File: config.mk
export PLATFORM = sky130hd
export DESIGN_NAME = length_framed_packet_deframer_core_flat
export DESIGN_NICKNAME = d
export VERILOG_FILES = /design/src/hdl/lfpd_pkg.sv /design/src/hdl/lfpd_ifs.sv /design/src/hdl/lfpd_payload_ram.sv /design/src/hdl/length_framed_packet_deframer_core.sv /design/src/flat_wrapper.sv
export VERILOG_INCLUDE_DIRS = /design/src /design/src/hdl
export SDC_FILE = /design/constraint.sdc
export NUM_CORES = 1
export LEC_CHECK = 0
export BUFFER_PORTS_ARGS = -buffer_cell sky130_fd_sc_hd__buf_2
export CAP_MARGIN = 20
export CELL_PAD_IN_SITES_DETAIL_PLACEMENT = 1
export CELL_PAD_IN_SITES_GLOBAL_PLACEMENT = 1
export CORE_ASPECT_RATIO = 1.1
export CORE_MARGIN = 1.5
export CORE_UTILIZATION = 55
export DETAILED_ROUTE_END_ITERATION = 8
export PLACE_DENSITY = 0.81
export SKIP_LAST_GASP = 1
export SYNTH_ARGS = -nofsm -noshare
export SYNTH_HDL_FRONTEND = slang
export SYNTH_SLANG_ARGS = --single-unit
File: constraint.sdc
create_clock -name clk -period 4 [get_ports clk]
set_input_delay 0 -clock clk [delete_from_list [all_inputs] [get_ports clk]]
set_output_delay 0 -clock clk [all_outputs]
set_load 0.02 [all_outputs]
File: src/hdl/assert_macros.svh
// ----------------------------------------------------------------------------
// Assertion macros
// Shared concurrent assertion forms for the deframer RTL.
// ----------------------------------------------------------------------------
`ifndef ASSERT_MACROS_SVH
`define ASSERT_MACROS_SVH

// Same-cycle implication, disabled during reset.
`define ASSERT_SAME(label, clk, rst, ante, cons) \
  label: assert property (@(posedge clk) disable iff (rst) (ante) |-> (cons)) \
    else $error("assertion failed");

// Next-cycle implication, disabled during reset.
`define ASSERT_NEXT(label, clk, rst, ante, cons) \
  label: assert property (@(posedge clk) disable iff (rst) (ante) |=> (cons)) \
    else $error("assertion failed");

`endif

File: src/hdl/lfpd_pkg.sv
// ----------------------------------------------------------------------------
// Deframer package
// Types, constants and register indexes shared by the deframer files.
// ----------------------------------------------------------------------------
package lfpd_pkg;

  localparam int MAX_PAYLOAD = 64;
  localparam int ADDR_W      = $clog2(MAX_PAYLOAD);
  localparam int COUNT_W     = $clog2(MAX_PAYLOAD + 1);
  localparam int CFG_IDX_W   = 8;

  typedef logic [7:0]           byte_t;
  typedef logic [ADDR_W-1:0]    addr_t;
  typedef logic [COUNT_W-1:0]   count_t;
  typedef logic [CFG_IDX_W-1:0] cfg_idx_t;

  localparam cfg_idx_t REG_FIRST_HEADER  = 8'd0;
  localparam cfg_idx_t REG_SECOND_HEADER = 8'd1;
  localparam cfg_idx_t REG_FIRST_TAIL    = 8'd2;
  localparam cfg_idx_t REG_SECOND_TAIL   = 8'd3;

  localparam byte_t FIRST_HEADER_RST  = 8'd170;
  localparam byte_t SECOND_HEADER_RST = 8'd85;
  localparam byte_t FIRST_TAIL_RST    = 8'd13;
  localparam byte_t SECOND_TAIL_RST   = 8'd10;

  typedef enum logic [2:0] {
    PH_HEAD1,
    PH_HEAD2,
    PH_LEN,
    PH_DATA,
    PH_TAIL1,
    PH_TAIL2,
    PH_EMIT_RD,
    PH_EMIT_WR
  } phase_t;

endpackage

File: src/hdl/lfpd_ifs.sv
// ----------------------------------------------------------------------------
// Deframer channel interfaces
// Valid/ready channels for received bytes, payload results and register writes.
// ----------------------------------------------------------------------------
interface lfpd_rx_if;
  logic            valid;
  logic            ready;
  lfpd_pkg::byte_t rx_byte;

  modport source (output valid, output rx_byte, input ready);
  modport sink (input valid, input rx_byte, output ready);
endinterface

interface lfpd_out_if;
  logic            valid;
  logic            ready;
  lfpd_pkg::byte_t payload_byte;
  logic            last_of_frame;
  logic            empty_frame;

  modport source (output valid, output payload_byte, output last_of_frame,
                  output empty_frame, input ready);
  modport sink (input valid, input payload_byte, input last_of_frame,
                input empty_frame, output ready);
endinterface

interface lfpd_cfg_if;
  logic               valid;
  logic               ready;
  lfpd_pkg::cfg_idx_t index;
  lfpd_pkg::byte_t    data;

  modport source (output valid, output index, output data, input ready);
  modport sink (input valid, input index, input data, output ready);
endinterface

File: src/hdl/lfpd_payload_ram.sv
// ----------------------------------------------------------------------------
// Payload RAM
// Simple dual-port payload buffer with one write port and a registered read.
// ----------------------------------------------------------------------------
module lfpd_payload_ram (
  input  logic            clk,
  input  logic            we,
  input  lfpd_pkg::addr_t waddr,
  input  lfpd_pkg::byte_t wdata,
  input  lfpd_pkg::addr_t raddr,
  output lfpd_pkg::byte_t rdata
);
  import lfpd_pkg::*;

  byte_t mem [MAX_PAYLOAD];

  always_ff @(posedge clk) begin
    if (we) begin
      mem[waddr] <= wdata;
    end
  end

  always_ff @(posedge clk) begin
    rdata <= mem[raddr];
  end

endmodule

File: src/hdl/length_framed_packet_deframer_core.sv
// ----------------------------------------------------------------------------
// Length-framed packet deframer
// Parses header, length, payload and tail bytes and releases checked payloads.
// ----------------------------------------------------------------------------
// While a frame is received the block takes one byte per cycle, but the second
// tail byte waits for a free output register. Payload bytes go into a 64-entry
// RAM. When both tail bytes match, the payload is released byte by byte: a read
// state reads the registered RAM, a write state loads the output register and
// waits out output stalls; the input is held off until the last byte is loaded.
// A zero-length frame releases its single empty result on the second tail byte.
`include "assert_macros.svh"

module length_framed_packet_deframer_core (
  input logic        clk,
  input logic        rst,
  lfpd_rx_if.sink    rx,
  lfpd_out_if.source payload,
  lfpd_cfg_if.sink   cfg
);
  import lfpd_pkg::*;

  byte_t  first_header_byte;
  byte_t  second_header_byte;
  byte_t  first_tail_byte;
  byte_t  second_tail_byte;

  phase_t phase;
  phase_t phase_next;
  count_t payload_count;
  count_t announced_length;
  addr_t  rd_idx;

  logic   out_valid;
  byte_t  out_byte;
  logic   out_last;
  logic   out_empty;

  logic   rx_ready;
  logic   accept;
  logic   slot;
  logic   count_clr;
  logic   count_inc;
  logic   len_load;
  logic   idx_clr;
  logic   idx_inc;
  logic   load_empty;
  logic   load_byte;
  logic   is_last;
  count_t count_plus;
  byte_t  rd_data;

  assign cfg.ready = 1'b1;

  always_ff @(posedge clk) begin
    if (rst) begin
      first_header_byte  <= FIRST_HEADER_RST;
      second_header_byte <= SECOND_HEADER_RST;
      first_tail_byte    <= FIRST_TAIL_RST;
      second_tail_byte   <= SECOND_TAIL_RST;
    end else if (cfg.valid) begin
      case (cfg.index)
        REG_FIRST_HEADER:  first_header_byte  <= cfg.data;
        REG_SECOND_HEADER: second_header_byte <= cfg.data;
        REG_FIRST_TAIL:    first_tail_byte    <= cfg.data;
        REG_SECOND_TAIL:   second_tail_byte   <= cfg.data;
        default: begin
        end
      endcase
    end
  end

  assign slot       = !out_valid || payload.ready;
  assign accept     = rx.valid && rx_ready;
  assign count_inc  = (phase == PH_DATA) && accept && (payload_count < COUNT_W'(MAX_PAYLOAD));
  assign count_plus = payload_count + COUNT_W'(count_inc);
  assign is_last    = (COUNT_W'(rd_idx) + COUNT_W'(1)) == payload_count;

  always_comb begin
    phase_next = phase;
    rx_ready   = 1'b1;
    count_clr  = 1'b0;
    len_load   = 1'b0;
    idx_clr    = 1'b0;
    idx_inc    = 1'b0;
    load_empty = 1'b0;
    load_byte  = 1'b0;
    case (phase)
      PH_HEAD1: begin
        if (accept && (rx.rx_byte == first_header_byte)) begin
          phase_next = PH_HEAD2;
          count_clr  = 1'b1;
        end
      end
      PH_HEAD2: begin
        if (accept) begin
          phase_next = (rx.rx_byte == second_header_byte) ? PH_LEN : PH_HEAD1;
        end
      end
      PH_LEN: begin
        if (accept) begin
          if (rx.rx_byte <= 8'(MAX_PAYLOAD)) begin
            len_load   = 1'b1;
            count_clr  = 1'b1;
            phase_next = (rx.rx_byte == 8'd0) ? PH_TAIL1 : PH_DATA;
          end else begin
            phase_next = PH_HEAD1;
          end
        end
      end
      PH_DATA: begin
        if (accept && (count_plus >= announced_length)) begin
          phase_next = PH_TAIL1;
        end
      end
      PH_TAIL1: begin
        if (accept) begin
          phase_next = (rx.rx_byte == first_tail_byte) ? PH_TAIL2 : PH_HEAD1;
        end
      end
      PH_TAIL2: begin
        rx_ready = slot;
        if (accept) begin
          phase_next = PH_HEAD1;
          if (rx.rx_byte == second_tail_byte) begin
            if (payload_count == '0) begin
              load_empty = 1'b1;
            end else begin
              phase_next = PH_EMIT_RD;
              idx_clr    = 1'b1;
            end
          end
        end
      end
      PH_EMIT_RD: begin
        rx_ready   = 1'b0;
        phase_next = PH_EMIT_WR;
      end
      PH_EMIT_WR: begin
        rx_ready = 1'b0;
        if (slot) begin
          load_byte = 1'b1;
          if (is_last) begin
            phase_next = PH_HEAD1;
          end else begin
            idx_inc    = 1'b1;
            phase_next = PH_EMIT_RD;
          end
        end
      end
      default: begin
        phase_next = PH_HEAD1;
      end
    endcase
  end

  assign rx.ready = rx_ready;

  always_ff @(posedge clk) begin
    if (rst) begin
      phase            <= PH_HEAD1;
      payload_count    <= '0;
      announced_length <= '0;
      rd_idx           <= '0;
      out_valid        <= 1'b0;
    end else begin
      phase <= phase_next;
      if (count_clr) begin
        payload_count <= '0;
      end else begin
        payload_count <= count_plus;
      end
      if (len_load) begin
        announced_length <= COUNT_W'(rx.rx_byte);
      end
      if (idx_clr) begin
        rd_idx <= '0;
      end else if (idx_inc) begin
        rd_idx <= rd_idx + ADDR_W'(1);
      end
      if (load_empty || load_byte) begin
        out_valid <= 1'b1;
      end else if (payload.ready) begin
        out_valid <= 1'b0;
      end
    end
  end

  always_ff @(posedge clk) begin
    if (load_empty) begin
      out_byte  <= '0;
      out_last  <= 1'b1;
      out_empty <= 1'b1;
    end else if (load_byte) begin
      out_byte  <= rd_data;
      out_last  <= is_last;
      out_empty <= 1'b0;
    end
  end

  lfpd_payload_ram u_ram (
    .clk   (clk),
    .we    (count_inc),
    .waddr (payload_count[ADDR_W-1:0]),
    .wdata (rx.rx_byte),
    .raddr (rd_idx),
    .rdata (rd_data)
  );

  assign payload.valid         = out_valid;
  assign payload.payload_byte  = out_byte;
  assign payload.last_of_frame = out_last;
  assign payload.empty_frame   = out_empty;

  `ASSERT_SAME(a_no_rx_while_emit, clk, rst,
    (phase == PH_EMIT_RD) || (phase == PH_EMIT_WR), !rx.ready)
  `ASSERT_SAME(a_count_bounded, clk, rst, 1'b1,
    payload_count <= COUNT_W'(MAX_PAYLOAD))
  `ASSERT_SAME(a_empty_is_last, clk, rst,
    payload.valid && payload.empty_frame, payload.last_of_frame)
  `ASSERT_NEXT(a_rd_then_wr, clk, rst, phase == PH_EMIT_RD, phase == PH_EMIT_WR)

endmodule
File: src/flat_wrapper.sv
// flat-port wrapper written by rule: the top's interface ports become plain ports
module length_framed_packet_deframer_core_flat import lfpd_pkg::*;
  (clk, rst, rx_valid, rx_rx_byte, rx_ready, payload_valid, payload_payload_byte, payload_last_of_frame, payload_empty_frame, payload_ready, cfg_valid, cfg_index, cfg_data, cfg_ready);
  lfpd_rx_if rx_i ();
  lfpd_out_if payload_i ();
  lfpd_cfg_if cfg_i ();
  input logic clk;
  input logic rst;
  input wire logic [$bits(rx_i.valid)-1:0] rx_valid;
  input wire logic [$bits(rx_i.rx_byte)-1:0] rx_rx_byte;
  output wire logic [$bits(rx_i.ready)-1:0] rx_ready;
  output wire logic [$bits(payload_i.valid)-1:0] payload_valid;
  output wire logic [$bits(payload_i.payload_byte)-1:0] payload_payload_byte;
  output wire logic [$bits(payload_i.last_of_frame)-1:0] payload_last_of_frame;
  output wire logic [$bits(payload_i.empty_frame)-1:0] payload_empty_frame;
  input wire logic [$bits(payload_i.ready)-1:0] payload_ready;
  input wire logic [$bits(cfg_i.valid)-1:0] cfg_valid;
  input wire logic [$bits(cfg_i.index)-1:0] cfg_index;
  input wire logic [$bits(cfg_i.data)-1:0] cfg_data;
  output wire logic [$bits(cfg_i.ready)-1:0] cfg_ready;
  assign rx_i.valid = rx_valid;
  assign rx_i.rx_byte = rx_rx_byte;
  assign rx_ready = rx_i.ready;
  assign payload_valid = payload_i.valid;
  assign payload_payload_byte = payload_i.payload_byte;
  assign payload_last_of_frame = payload_i.last_of_frame;
  assign payload_empty_frame = payload_i.empty_frame;
  assign payload_i.ready = payload_ready;
  assign cfg_i.valid = cfg_valid;
  assign cfg_i.index = cfg_index;
  assign cfg_i.data = cfg_data;
  assign cfg_ready = cfg_i.ready;
  length_framed_packet_deframer_core u_core (.clk(clk), .rst(rst), .rx(rx_i), .payload(payload_i), .cfg(cfg_i));
endmodule
==> After elaboration in Yosys (flattened, before gate mapping) <==
Memory sizes are Yosys's and may differ from the RTL's. A register that Yosys moved wholly into a read port is not among the register bits.
Cells that the tools add are included.
{ "word_totals": {"register_bits": 66, "ram_bits": 512, "input_bits": 29, "out_inout_bits": 13, "elab_cells": 100, "n_memories": 1} }
{ "op_classes": {"n_addsub": 3, "n_lt_le_gt_ge": 3, "n_eq_ne": 22, "muxes": 38, "reduce_logical": 21} }
{ "memory_table": {"columns": ["name", "depth", "width", "read_ports", "rd_ports_with_merged_regs", "write_ports", "line_no", "text"], "rows": [
  ["u_core.u_ram.mem", 64, 8, 1, 1, 1, "lfpd_payload_ram.sv:15", "byte_t mem [MAX_PAYLOAD];"]
]} }
{ "ops": {"columns": ["op", "n"], "rows": [
  ["$mux W3", 13],
  ["$eq A8 B8 Y1", 4],
  ["$pmux W3 S8", 1],
  ["$mux W1", 21],
  ["$eq A8 B2 Y1 const B", 2],
  ["$logic_not A8 Y1", 2],
  ["$eq A3 B3 Y1 const B", 4],
  ["$ne A2 B1 Y1 const B", 6],
  ["$eq A8 B1 Y1 const B", 1],
  ["$le A8 B7 Y1 const B", 1],
  ["$reduce_and A2 Y1", 4],
  ["$add A6 B1 Y7 const B", 1],
  ["$add A7 B1 Y7", 1],
  ["$eq A7 B7 Y1", 1],
  ["$ge A7 B7 Y1", 1],
  ["$logic_not A7 Y1", 1],
  ["$lt A7 B7 Y1 const B", 1],
  ["$reduce_and A7 Y1", 1],
  ["$add A6 B1 Y6 const B", 1],
  ["$eq A3 B2 Y1 const B", 2],
  ["$reduce_or A2 Y1", 3],
  ["$logic_and A1 B1 Y1", 5],
  ["$pmux W1 S2", 2],
  ["$eq A3 B1 Y1 const B", 1],
  ["other kinds (6)", 7]
]} }

==> Longest topological paths before layout <==
Gate-level depths: netlist of run 1.
{ "logic_depth": {"word_depth": 11, "ltp_mapped": 15, "ltp_nobuf": 14} }

==> Hierarchy <==
A second synthesis of run 1 with hierarchy kept.
{ "hier_totals": {"cells_unflattened": 1337, "area_unflattened_um2": 23677.7} }
{ "by_module_without_submodules": {"columns": ["mod", "instances", "cells_each", "area_per_inst_um2", "seq_area_each_um2"], "rows": [
  ["lfpd_payload_ram", 1, 940, 20166.8, 15534.9],
  ["length_framed_packet_deframer_core", 1, 397, 3510.9, 1321.3]
]} }

==> Least setup slack after synthesis of run 1 <==
No wires, ideal clock.
{ "synth_timing": {"path_kind": "reg2reg", "from": "register u_core.phase[0]", "to": "register u_core.phase[1]", "setup_ns": 0.114, "arrival_ns": 3.071, "required_ns": 3.886, "path_slack_ns": 0.814, "stages_incl_launch_ff": 16, "path_buffers": 1, "synth_period_minus_slack_ns": 3.186, "path_cell_list": "dfxtp_1 clkbuf_1 nand2b_1 nor3_1 ha_1 ha_1 nand2_1 nor2_1 xor2_1 ha_1 a21oi_1 o21ai_0 or3_1 o221ai_1 nor4_1 a2111oi_0"} }
{ "synth_via": {"elab_chain_cells": 11, "word_cells_on_any_way": 26, "classes_between": "add/sub: 1; order compare: 1; eq/ne: 14; mux: 2; reduce/logical: 8"} }
{ "synth_lines": {"columns": ["item", "line_no", "text"], "rows": [
  ["start, declared", "length_framed_packet_deframer_core.sv:27", "phase_t phase;"],
  ["start signal, assigned", "length_framed_packet_deframer_core.sv:166", "phase <= phase_next;"],
  ["$eq A3 B3 Y1", "length_framed_packet_deframer_core.sv:87", "case (phase)"],
  ["$reduce_or A2 Y1 (no source line)", null, null],
  ["$pmux W1 S2", "length_framed_packet_deframer_core.sv:87", null],
  ["$logic_and A1 B1 Y1", "length_framed_packet_deframer_core.sv:73", "assign accept = rx.valid && rx_ready;"],
  ["$logic_and A1 B1 Y1 * (2 in a row)", "length_framed_packet_deframer_core.sv:74", "assign count_inc = (phase == PH_DATA) && accept && (payload_count < COUNT_W'(MAX_PAYLOAD));"],
  ["$add A7 B1 Y7 *", "length_framed_packet_deframer_core.sv:75", "assign count_plus = payload_count + COUNT_W'(count_inc);"],
  ["net u_core.count_plus[6]", "length_framed_packet_deframer_core.sv:49", "count_t count_plus;"],
  ["$ge A7 B7 Y1 *", "length_framed_packet_deframer_core.sv:111", "if (accept && (count_plus >= announced_length)) begin"],
  ["$logic_and A1 B1 Y1 *", "length_framed_packet_deframer_core.sv:111", null],
  ["$ne A2 B2 Y1 (no source line) *", null, null],
  ["$reduce_and A7 Y1 (no source line) *", null, null]
]} }
The timed path passes the listed nets; every way through them passes the cells marked *.
A chain may end at the register's enable or synchronous reset.

==> Worst setup path in the final report of run 1 <==
{ "layout_timing": {"from": "register u_core.phase[2]", "to": "register u_core.phase[1]"} }
The elaborated chain is that of the path after synthesis.

==> results by group, run 1 <==
Yosys
  – Seq cells post-synth: around 590
  – Post-Syn Area: roughly 23000 um2
  – Synth Net Count: 1281
  – Syn Area/Cell: around 19 um2
  – Post-synth cell types: slightly above 60
  – EDFF count, synth: approximately 510
  – Cells after Synth: approximately 1200
  – Sequential fraction of the synthesis area: 0.719
  – Synth Warn #: 0
  – Post-synth top flop: edfxtp_1
  – Synth async-reset ratio: 0

Cells and area
  – P&R area growth vs syn: 12.9%
  – Final non-filler cell total: between 1500 and 2000
  – Fillers: between 3000 and 4000
  – Share of cells above drive strength 1: 0.253
  – Layout net count: 1378

Clocking
  – Post-CTS sizing: 0
  – Root buf cell: clkbuf_16
  – TritonCTS Buffers: 56
  – CTS tree: done
  – CTS Sinks: roughly 590
  – Clock latency on the worst-skew pair: 0.62 ns
  – H-tree depth: 2
  – Clock Tree Buf Depth: 3
  – Clock slew at reported path FFs: about 0.06 ns

Detailed routing
  – M1 WL: 22400 um
  – Wire length on met3: 3800 um
  – Initial DRT Pass Iterations: 5
  – Vias per cell: 6.21
  – DRC viols: 0
  – DR top layer: met5
  – Met2 WL: a little under 30000 um
  – Drt total wl: 57300 um
  – Initial DRC count: ~1200
  – Antenna viol nets, final: 0
  – DR vias: 12138
  – Drt wl/cell: roughly 29 um

Placement
  – Gp weighted congestion: 0.832
  – Detail Placement HPWL: around 36000 um
  – Port Buffers: 40
  – # placed instances: 1824

Worst setup path
  – Startpoint types: register
  – CP arrival: a little over 4 ns
  – Critical Path Sink Type: register
  – Worst setup startpoint: u_core.phase[2]$_SDFFE_PP0P_
  – CP Capture Point: u_core.phase[1]$_SDFFE_PP0P_
  – Reg2reg start: u_core.phase[2]$_SDFFE_PP0P_
  – Worst R2R Path Depth: 14
  – Worst Setup Path Type: register to register
  – CP max FO: 11
  – Flop-to-flop setup slack: 0.39 ns
  – Crit path required time: between 4 and 5 ns
  – R2r endpoint: u_core.phase[1]$_SDFFE_PP0P_

Die
  – Top-level port count: between 40 and 50
  – FP Rows: 79
  – Core ar.: 42200 um2
  – Chip Height: ~220 um
  – Die ar.: between 40000 and 50000 um2
  – Die Width: between 150 and 200 um
  – Initial Util: 0.556

Global route
  – Overflow after GRT: 0
  – Vias in the first global route: about 13000
  – First-pass GRT wire length: 85200 um
  – Largest net degree at the start of global routing: 66
  – Initial antenna violation count: 4
  – Total GRT Usage: 0.274

STA
  – Final Cycle Share: 0.901
  – Tmin final: approximately 3.6 ns
  – Fin. Hold Viols: 0
  – TNS Setup: 0 ns
  – Setup violations, final: 0
  – Max Slew Vio Count: 0
  – RSZ-0062 raised after global routing: no
  – Slew @ Worst Pin: between 1 and 1.5 ns
  – Final clock skew: 0.0184 ns
  – Fmax: 0.277 GHz
  – Rel. slew slack: 0.307

Power and ir drop
  – Worst vdd ir: about 0.33 mV
  – Psw: between 0.002 and 0.0025 W
  – Switching Share: 0.201
  – Share of total power in sequential cells: 0.550
  – Power Density: 456 nW/um2
  – Logic pwr share: 0.018
  – Clock power frac: 0.432
  – Static Leak: between 8 and 9 nW
  – Pint: a little under 0.01 W

Worst hold path
  – HP Class: input pin to register
  – Hold depth: 5

Run status
  – Status: complete, no violations

Run
  – Max-cap viol count: 0
[placed cells by master (no fill, tap or decap), drive strengths merged, types with 3 or more instances in the layout]
master / synthesis / routed
a2111oi: 3 / 3
a211o: 13 / 13
a21oi: 11 / 11
a22oi: 3 / 3
a31oi: 3 / 3
and2: 5 / 5
and3b: 4 / 4
buf: 40 / 86
clkbuf: 31 / 81
clkinv: 0 / 18
clkinvlp: 0 / 4
dfxtp: 74 / 74
dlygate4sd3: 0 / 24
edfxtp: 512 / 512
ha: 10 / 10
inv: 12 / 12
mux2i: 33 / 33
mux4: 158 / 158
nand2: 40 / 40
nand2b: 7 / 7
nand3: 20 / 20
nand3b: 6 / 6
nand4: 5 / 5
nor2: 116 / 116
nor2b: 22 / 22
nor3: 6 / 6
nor4: 8 / 8
o21a: 3 / 3
o21ai: 10 / 10
o22ai: 10 / 10
or3: 5 / 5
or3b: 3 / 3
xnor2: 11 / 11
xor2: 34 / 34
[logic make-up after synthesis]
family / Yosys count / share of synthesized area
DFF: 586 / 0.719
adders and majority gates: 10 / 0.00533
other: 1 / 0.000160
xor gates and xnor gates: 45 / 0.0168
AOI/OAI and AO/OA: 65 / 0.0215
buffers and inverters: 83 / 0.0169
and+or+nand+nor: 259 / 0.0540
muxes: 193 / 0.167
[flip-flops by register name, indices dropped and copies added (netlist names)]
signal	count
u_core.rd_idx	6
u_core.payload_count	7
u_core.first_tail_byte	8
u_core.u_ram.rdata	8
u_core.payload.payload_byte	8
u_core.payload.valid	1
u_core.payload.empty_frame	1
u_core.second_header_byte	8
u_core.second_tail_byte	8
u_core.phase	3
u_core.announced_length	7
u_core.first_header_byte	8
u_core.u_ram.mem	512
u_core.payload.last_of_frame	1
[routing by layer]
metal,track usage,vias to the layer above
met5,0,-
li1,-,5152
met3,0.0467,109
met4,0.104,4
met2,0.456,423
met1,0.365,6450
[worst min-delay path by stage]
stage	start	end	slack [ns]
CTS	cfg_index[3]	u_core.second_tail_byte[3]$_SDFFE_PP1P_	0.01
global placement	cfg_data[7]	u_core.first_header_byte[7]$_SDFFE_PP1P_	0.26
floorplan	rx_rx_byte[0]	u_core.u_ram.mem[0][0]$_DFFE_PP_	0.1
detailed placement	cfg_data[7]	u_core.first_header_byte[7]$_SDFFE_PP1P_	0.27
finish	cfg_index[3]	u_core.second_tail_byte[3]$_SDFFE_PP1P_	0.02
global route	cfg_index[3]	u_core.second_tail_byte[3]$_SDFFE_PP1P_	0.09
[cell usage after synthesis, types with 4 or more instances]
cell type | count | area [um2]
xor2_1 | 34 | 298
mux4_2 | 158 | 3560
inv_1 | 11 | 41.3
nor4_1 | 7 | 43.8
nand2b_1 | 7 | 43.8
buf_1 | 10 | 37.5
edfxtp_1 | 512 | 15400
and3b_1 | 4 | 35.0
nor2_1 | 115 | 432
mux2i_1 | 33 | 330
nand3b_1 | 6 | 45.0
o22ai_1 | 10 | 62.6
nor2b_1 | 22 | 138
ha_1 | 10 | 125
or3_1 | 5 | 31.3
clkbuf_1 | 31 | 116
nand3_1 | 20 | 100
and2_1 | 5 | 31.3
buf_2 | 16 | 80.1
dfxtp_1 | 74 | 1480
o21ai_0 | 7 | 35.0
nand2_1 | 40 | 150
a211o_1 | 13 | 114
nor3_1 | 6 | 30.0
nand4_1 | 5 | 31.3
buf_4 | 11 | 82.6
xnor2_1 | 11 | 96.3
a21oi_1 | 11 | 55.1
[power by group through the flow]
| stage | clock network [W] | logic (W) | registers [W] |
|---|---|---|---|
| global route | 0.00547 | 0.000231 | 0.00664 |
| global placement | 0 | 0.000187 | 0.00677 |
| finish | 0.00522 | 0.000213 | 0.00664 |
| detailed placement | 0 | 0.000199 | 0.00677 |
| floorplan | 0 | 0.0000576 | 0.00677 |
| CTS | 0.00528 | 0.000216 | 0.00664 |
[worst max-delay path, cell delays in order, from the launching register on]
cell and delay (ns):
dfxtp_1 0.40, nand2b_1 0.26, nor3_1 0.26, ha_1 0.22, ha_1 0.21, nand2_1 0.07
nor2_1 0.17, xor2_1 0.23, ha_1 0.29, a21oi_1 0.16, o21ai_0 0.08, or3_1 0.32
o221ai_1 0.32, nor4_1 0.09, a2111oi_0 0.38
[metrics by stage]
stage               hold WS [ns]   util  setup WS, ns  cell area, um2  power [W]
global route              0.0926  0.628        0.0113           26500     0.0123
global placement           0.263  0.579         0.586           24400    0.00696
finish                    0.0226  0.628         0.395           26500     0.0121
detailed placement         0.268  0.579         0.423           24400    0.00697
floorplan                 0.0989      -         0.814           23500    0.00683
CTS                       0.0133  0.628         0.367           26500     0.0121
[repair_timing]
item                                   4_1_cts  5_1_grt
hold buffers                                24        0
endpoints found under the hold margin      107        0
setup buffers                                0        0
[layout make-up]
type                    instances  area [um2]  area share
diodes                          1        2.50   0.0000945
multi-input cells             573        6210       0.234
repair buffers                110         836      0.0316
inverters                      12        45.0     0.00170
well taps                     567         709      0.0268
clock buffers                  81        1630      0.0615
clock inverters                24         196     0.00742
flip-flops and latches        586       16900       0.637
Note: power is estimated with default switching activity, not from simulation.
==> inputs of run 2 (changes only) <==
--- a/config.mk
+++ b/config.mk
@@ -11,7 +11,6 @@
 export CELL_PAD_IN_SITES_DETAIL_PLACEMENT = 1
 export CELL_PAD_IN_SITES_GLOBAL_PLACEMENT = 1
 export CORE_ASPECT_RATIO = 1.1
-export CORE_MARGIN = 1.5
 export CORE_UTILIZATION = 55
 export DETAILED_ROUTE_END_ITERATION = 8
 export PLACE_DENSITY = 0.81
==> results by group, run 2 (synthesis gave the netlist of run 1 again) <==
Placement
  – Pre-CTS WS: 0.598 ns (+0.175 ns)
  – Gp weighted congestion: 0.768 (-7.7%)
  – Detail Placement HPWL: 36900 um (+3.3%)
  – # placed instances: 1808 (-0.88%)
  – Port Buffers: 40 (unchanged)

Cells and area
  – Final non-filler cell total: 1940 (-0.72%)
  – Largest Register: u_core.u_ram.mem
  – Leading cell type in the layout, fill and taps excluded: edfxtp_1
  – Most frequent cells in the layout: edfxtp_1 (512), mux4_2 (158), nor2_1 (115)
  – P&R area growth vs syn: 12.9% (about the same)
  – Max FFs per register: 512 (unchanged)
  – Share of cells above drive strength 1: 0.244 (-0.00836)
  – Layout net count: 1363 (-1.1%)
  – Fillers: 3602 (+0.22%)

Die
  – Core ar.: 42200 um2 (unchanged)
  – Initial Util: 0.556 (unchanged)
  – FP Rows: 79 (unchanged)
  – Chip Height: 219 um (-0.46%)
  – Die ar.: 43500 um2 (-0.95%)
  – Die Width: 199 um (-0.50%)
  – Top-level port count: 42 (unchanged)

Worst setup path
  – Slowest stage delay, CP: 0.37 ns (-0.03 ns)
  – Crit path required time: 4.50 ns (+0.02 ns)
  – CP max FO: 4 (-7)
  – Buf/Inv on CP: 0 (unchanged)
  – Worst-path cell chain: nand2b_1 -> nor3_1 -> ha_1 -> ha_1 -> nand2_1 -> nor2_1 -> xor2_1 -> ha_1 -> a21oi_1 -> o21ai_0 -> or3_1 -> o221ai_1 -> nor4_1 -> a2111oi_0
  – Most frequent CP cell: ha_1
  – Crit-path leading delay family: simple AND/OR/NAND/NOR gates
  – Worst Setup Path Type: register to register
  – Startpoint types: register
  – CP arrival: 3.95 ns (-0.13 ns)
  – Slowest stage cell, crit path: a2111oi_0
  – Critical Path Sink Type: register

Global route
  – Total GRT Usage: 0.288 (+0.0137)
  – Overflow after GRT: 0 (unchanged)
  – Gr busiest metal: met2
  – Met1 usage in global routing: 0.386 (+0.0215)
  – Initial antenna violation count: 4 (unchanged)
  – GRT met3 Usage: 0.0410 (-0.00563)
  – Vias in the first global route: 13017 (+0.33%)
  – Met2 Use GR: 0.482 (+0.0257)
  – Largest net degree at the start of global routing: 68 (+3.0%)
  – First-pass GRT wire length: 88600 um (+4.0%)

Detailed routing
  – Antenna viol nets, final: 0 (unchanged)
  – DRC viols: 0 (unchanged)
  – Drt total wl: 60000 um (+4.8%)
  – Vias per cell: 6.40 (+3.0%)
  – DR vias: 12415 (+2.3%)
  – Drt wl/cell: 31.0 um (+5.5%)
  – Initial DRT Pass Iterations: 5 (unchanged)
  – Initial DRC count: 1114 (-4.7%)

Worst hold path
  – HP Class: input pin to register

STA
  – Fin. Hold Viols: 0 (unchanged)
  – Final clock skew: 0.0201 ns (+0.00166 ns)
  – Worst setup margin: 0.552 ns (+0.157 ns)
  – Slew @ Worst Pin: 1.07 ns (+0.0326 ns)
  – Tmin final: 3.45 ns (-0.157 ns)
  – RSZ-0062 raised after global routing: no
  – Fmax: 0.290 GHz (+4.6%)
  – Rel. slew slack: 0.286 (-0.0218)
  – Hold_ws: 0.0306 ns (+0.00795 ns)
  – Final Cycle Share: 0.862 (-0.0393)
  – TNS Setup: 0 ns (unchanged)
  – Setup violations, final: 0 (unchanged)
  – Max Slew Vio Count: 0 (unchanged)

Power and ir drop
  – Static Leak: 8.23 nW (-0.40%)
  – Power Density: 469 nW/um2 (+2.8%)
  – Worst vdd ir: 0.312 mV (-4.1%)
  – PnR Total Power: 0.0124 W (+2.8%)

Clocking
  – Root buf cell: clkbuf_16
  – CTS Sinks: 586 (unchanged)
  – CTS tree: done
  – Clock latency on the worst-skew pair: 0.62 ns (about the same)
  – Clock Tree Buf Depth: 3 (unchanged)
  – Post-CTS sizing: 0 (unchanged)
  – H-tree depth: 2 (unchanged)
  – Clock slew at reported path FFs: 0.07 ns (about the same)
  – TritonCTS Buffers: 56 (unchanged)

Run status
  – Status: complete, no violations

Run
  – Max-cap viol count: 0 (unchanged)
==> run 2: through the flow <==
| stage | utilization | area (um2) |
|---|---|---|
| 2_1_floorplan | - | 23500 |
| 3_3_place_gp | 0.576 | 24300 |
| 3_5_place_dp | 0.576 | 24300 |
| 4_1_cts | 0.627 | 26500 |
| 5_1_grt | 0.627 | 26500 |
| 6_report | 0.627 | 26500 |
==> run 2: repair_timing <==
item | 4_1_cts | 5_1_grt
setup buffers | 0 | 0
endpoints found under the hold margin | 75 | 0
hold buffers | 25 | 0
==> run 2: worst reg2reg max path, cell delays in order, from the launching register on <==
cell	delay [ns]
dfxtp_1	0.31
nand2b_1	0.21
nor3_1	0.26
ha_1	0.21
ha_1	0.24
nand2_1	0.07
nor2_1	0.17
xor2_1	0.22
ha_1	0.29
a21oi_1	0.14
o21ai_0	0.07
or3_1	0.34
o221ai_1	0.33
nor4_1	0.09
a2111oi_0	0.37
==> run 2: final cells by class <==
cell class	instances	area [um2]	area share
well taps	567	709	0.0268
diodes	1	2.50	0.0000945
clock inverters	35	388	0.0147
inverters	12	45.0	0.00170
clock buffers	71	1520	0.0574
flip-flops and latches	586	16900	0.637
multi-input cells	573	6210	0.234
repair buffers	95	738	0.0279
==> run 2: final timing paths <==
kind                            cells after the start                                    start  slack [ns]                                      end
worst max-delay path                               14             u_core.phase[2]$_SDFFE_PP0P_        0.55             u_core.phase[1]$_SDFFE_PP0P_
worst min-delay path                                5                             cfg_index[5]        0.03  u_core.second_tail_byte[4]$_SDFFE_PP0P_
worst max register to register                     14             u_core.phase[2]$_SDFFE_PP0P_        0.55             u_core.phase[1]$_SDFFE_PP0P_
worst min register to register                      1  u_core.payload.empty_frame$_SDFFE_PP1P_        0.46  u_core.payload.empty_frame$_SDFFE_PP1P_
==> run 2: power by group <==
| part | internal, W | switching [W] |
|---|---|---|
| combinational | 0.0000518 | 0.000168 |
| clock | 0.00321 | 0.00235 |
| sequential | 0.00664 | 0.00000133 |
| total | 0.00990 | 0.00252 |
==> run 2: per-layer routing <==
metal  share of wire  vias to the layer above
li1                -                     5132
met1            0.39                     6575
met2            0.51                      594
met3           0.067                      112
met4           0.032                        2
met5         0.00022                        -
==> inputs of run 3 (changes only) <==
--- a/config.mk
+++ b/config.mk
@@ -13,7 +13,7 @@
 export CORE_ASPECT_RATIO = 1.1
 export CORE_UTILIZATION = 55
 export DETAILED_ROUTE_END_ITERATION = 8
-export PLACE_DENSITY = 0.81
+export PLACE_DENSITY_LB_ADDON = 0.1
 export SKIP_LAST_GASP = 1
 export SYNTH_ARGS = -nofsm -noshare
 export SYNTH_HDL_FRONTEND = slang
==> results by group, run 3 (synthesis gave the netlist of run 1 again) <==
Detailed routing
  – DRC viols: 0 (unchanged)
  – Drt total wl: 55900 um (-6.9%)
  – Antenna viol nets, final: 0 (unchanged)
  – Vias per cell: 6.07 (-5.1%)
  – Drt wl/cell: 28.6 um (-7.5%)
  – Initial DRT Pass Iterations: 5 (unchanged)
  – Initial DRC count: 913 (-18%)
  – DR vias: 11852 (-4.5%)

Clocking
  – H-tree depth: 2 (unchanged)
  – CTS tree: done
  – Post-CTS Repair Setup Buffers: 0 (unchanged)
  – Clock Tree Buf Depth: 3 (unchanged)
  – TritonCTS Buffers: 57 (+1.8%)
  – CTS Sinks: 586 (unchanged)
  – Post-CTS sizing: 0 (unchanged)
  – Clock latency on the worst-skew pair: 0.62 ns (about the same)
  – Clock slew at reported path FFs: 0.06 ns (about the same)
  – Root buf cell: clkbuf_16

Worst setup path
  – Most frequent CP cell: ha_1
  – Worst-path cell chain: nand2b_1 -> nor3_1 -> ha_1 -> ha_1 -> nand2_1 -> nor2_1 -> xor2_1 -> ha_1 -> a21oi_1 -> o21ai_0 -> or3_1 -> o221ai_1 -> nor4_1 -> a2111oi_0
  – Slowest stage delay, CP: 0.41 ns (+0.04 ns)
  – Startpoint types: register
  – Crit path required time: 4.49 ns (about the same)
  – Worst Setup Path Type: register to register
  – Slowest stage cell, crit path: dfxtp_1
  – Critical Path Sink Type: register
  – CP max FO: 11 (+7)
  – CP arrival: 4.07 ns (+0.12 ns)
  – Buf/Inv on CP: 0 (unchanged)
  – Crit-path leading delay family: simple AND/OR/NAND/NOR gates

Cells and area
  – Antenna Cells: 0 (-1)
  – Layout net count: 1377 (+1.0%)
  – P&R area growth vs syn: 13.2%
  – Share of cells above drive strength 1: 0.249 (+0.00439)
  – Leading cell type in the layout, fill and taps excluded: edfxtp_1
  – Max FFs per register: 512 (unchanged)
  – Post-route cell area: 26500 um2 (+0.28%)
  – Core Util, Final: 0.629 (+0.00175)
  – Most frequent cells in the layout: edfxtp_1 (512), mux4_2 (158), nor2_1 (115)
  – Largest Register: u_core.u_ram.mem

Global route
  – Overflow after GRT: 0 (unchanged)
  – Total GRT Usage: 0.267 (-0.0209)
  – First-pass GRT wire length: 81800 um (-7.7%)
  – Largest net degree at the start of global routing: 70 (+2.9%)
  – Initial antenna violation count: 2 (-2)
  – Vias in the first global route: 12363 (-5.0%)

STA
  – Fin. Hold Viols: 0 (unchanged)
  – TNS Setup: 0 ns (unchanged)
  – Slew @ Worst Pin: 0.993 ns (-0.0752 ns)
  – Max Slew Vio Count: 0 (unchanged)
  – Hold_ws: 0.0434 ns (+0.0129 ns)
  – Fmax: 0.279 GHz (-3.8%)
  – Final clock skew: 0.0153 ns (-0.00475 ns)
  – Final Cycle Share: 0.896 (+0.0337)
  – Tmin final: 3.58 ns (+0.135 ns)
  – RSZ-0062 raised after global routing: no
  – Rel. slew slack: 0.336 (+0.0503)
  – Setup violations, final: 0 (unchanged)

Die
  – Top-level port count: 42 (unchanged)
  – Core ar.: 42200 um2 (unchanged)
  – FP Rows: 79 (unchanged)
  – Initial Util: 0.556 (unchanged)
  – Die Width: 199 um (unchanged)
  – Chip Height: 219 um (unchanged)
  – Die ar.: 43500 um2 (unchanged)

Placement
  – Gp weighted congestion: 0.820 (+6.8%)
  – Port Buffers: 40 (unchanged)
  – Placement Cell Area: 24400 um2 (+0.42%)
  – Detail Placement HPWL: 35900 um (-2.8%)

Power and ir drop
  – Pint: 0.00977 W (-1.3%)
  – Clock power frac: 0.439 (-0.008)
  – Worst vdd ir: 0.437 mV (+40%)
  – Psw: 0.00244 W (-2.8%)
  – Share of total power in sequential cells: 0.544 (+0.009)
  – Power Density: 460 nW/um2 (-1.9%)
  – Static Leak: 8.29 nW (+0.67%)
  – Switching Share: 0.200 (-0.00252)
  – Logic pwr share: 0.017 (about the same)

Run status
  – Status: complete, no violations

Worst hold path
  – HP Class: input pin to register

Run
  – Max-cap viol count: 0 (unchanged)
run 3: area by class of cell:
| cell class | count | area (um2) |
|---|---|---|
| timing repair buffer | 108 | 848 |
| sequential | 586 | 16900 |
| multi-input combinational | 573 | 6210 |
| clock buffer | 81 | 1620 |
| clock inverter | 24 | 254 |
| inverter | 12 | 45.0 |
| fill | 3581 | 15700 |
| tap | 567 | 709 |
run 3: power groups by stage:
| stage | clock network (W) | logic, W | registers [W] |
|---|---|---|---|
| 3_5_place_dp | 0 | 0.000197 | 0.00677 |
| 2_1_floorplan | 0 | 0.0000576 | 0.00677 |
| 6_report | 0.00536 | 0.000211 | 0.00664 |
| 3_3_place_gp | 0 | 0.000186 | 0.00677 |
| 4_1_cts | 0.00544 | 0.000213 | 0.00664 |
| 5_1_grt | 0.00563 | 0.000228 | 0.00664 |
run 3: final timing paths:
path,startpoint,to,slack [ns],cells after the start
worst min-delay path,cfg_index[2],u_core.first_header_byte[0]$_SDFFE_PP0P_,0.04,5
worst min register to register,u_core.payload.empty_frame$_SDFFE_PP1P_,u_core.payload.empty_frame$_SDFFE_PP1P_,0.45,1
worst max-delay path,u_core.phase[2]$_SDFFE_PP0P_,u_core.phase[1]$_SDFFE_PP0P_,0.42,14
worst max register to register,u_core.phase[2]$_SDFFE_PP0P_,u_core.phase[1]$_SDFFE_PP0P_,0.42,14
run 3: through the flow:
step | cells | setup slack, ns | power [W]
2_1_floorplan | 1242 | 0.814 | 0.00683
4_1_cts | 1948 | 0.436 | 0.0123
6_report | 1951 | 0.417 | 0.0122
3_5_place_dp | 1820 | 0.463 | 0.00697
3_3_place_gp | 1820 | 0.627 | 0.00696
5_1_grt | 1951 | 0.106 | 0.0125
run 3: worst min-delay path: stages:
cell and delay [ns]:
buf_2 0.08, nor4_2 0.05, nor3b_2 0.25, mux2i_1 0.15
nor2_1 0.07
run 3: repair_timing:
action                     4_1_cts  5_1_grt
setup endpoints to repair        0        0
hold endpoints to repair       101        1
hold buffers                    23        2
run 3: metal layers:
metal	up-vias	wire length, um	GRT usage
li1	5138	-	-
met1	6274	23200	0.369
met2	351	27900	0.434
met3	87	3230	0.0508
met4	2	1490	0.0782
met5	-	13	0
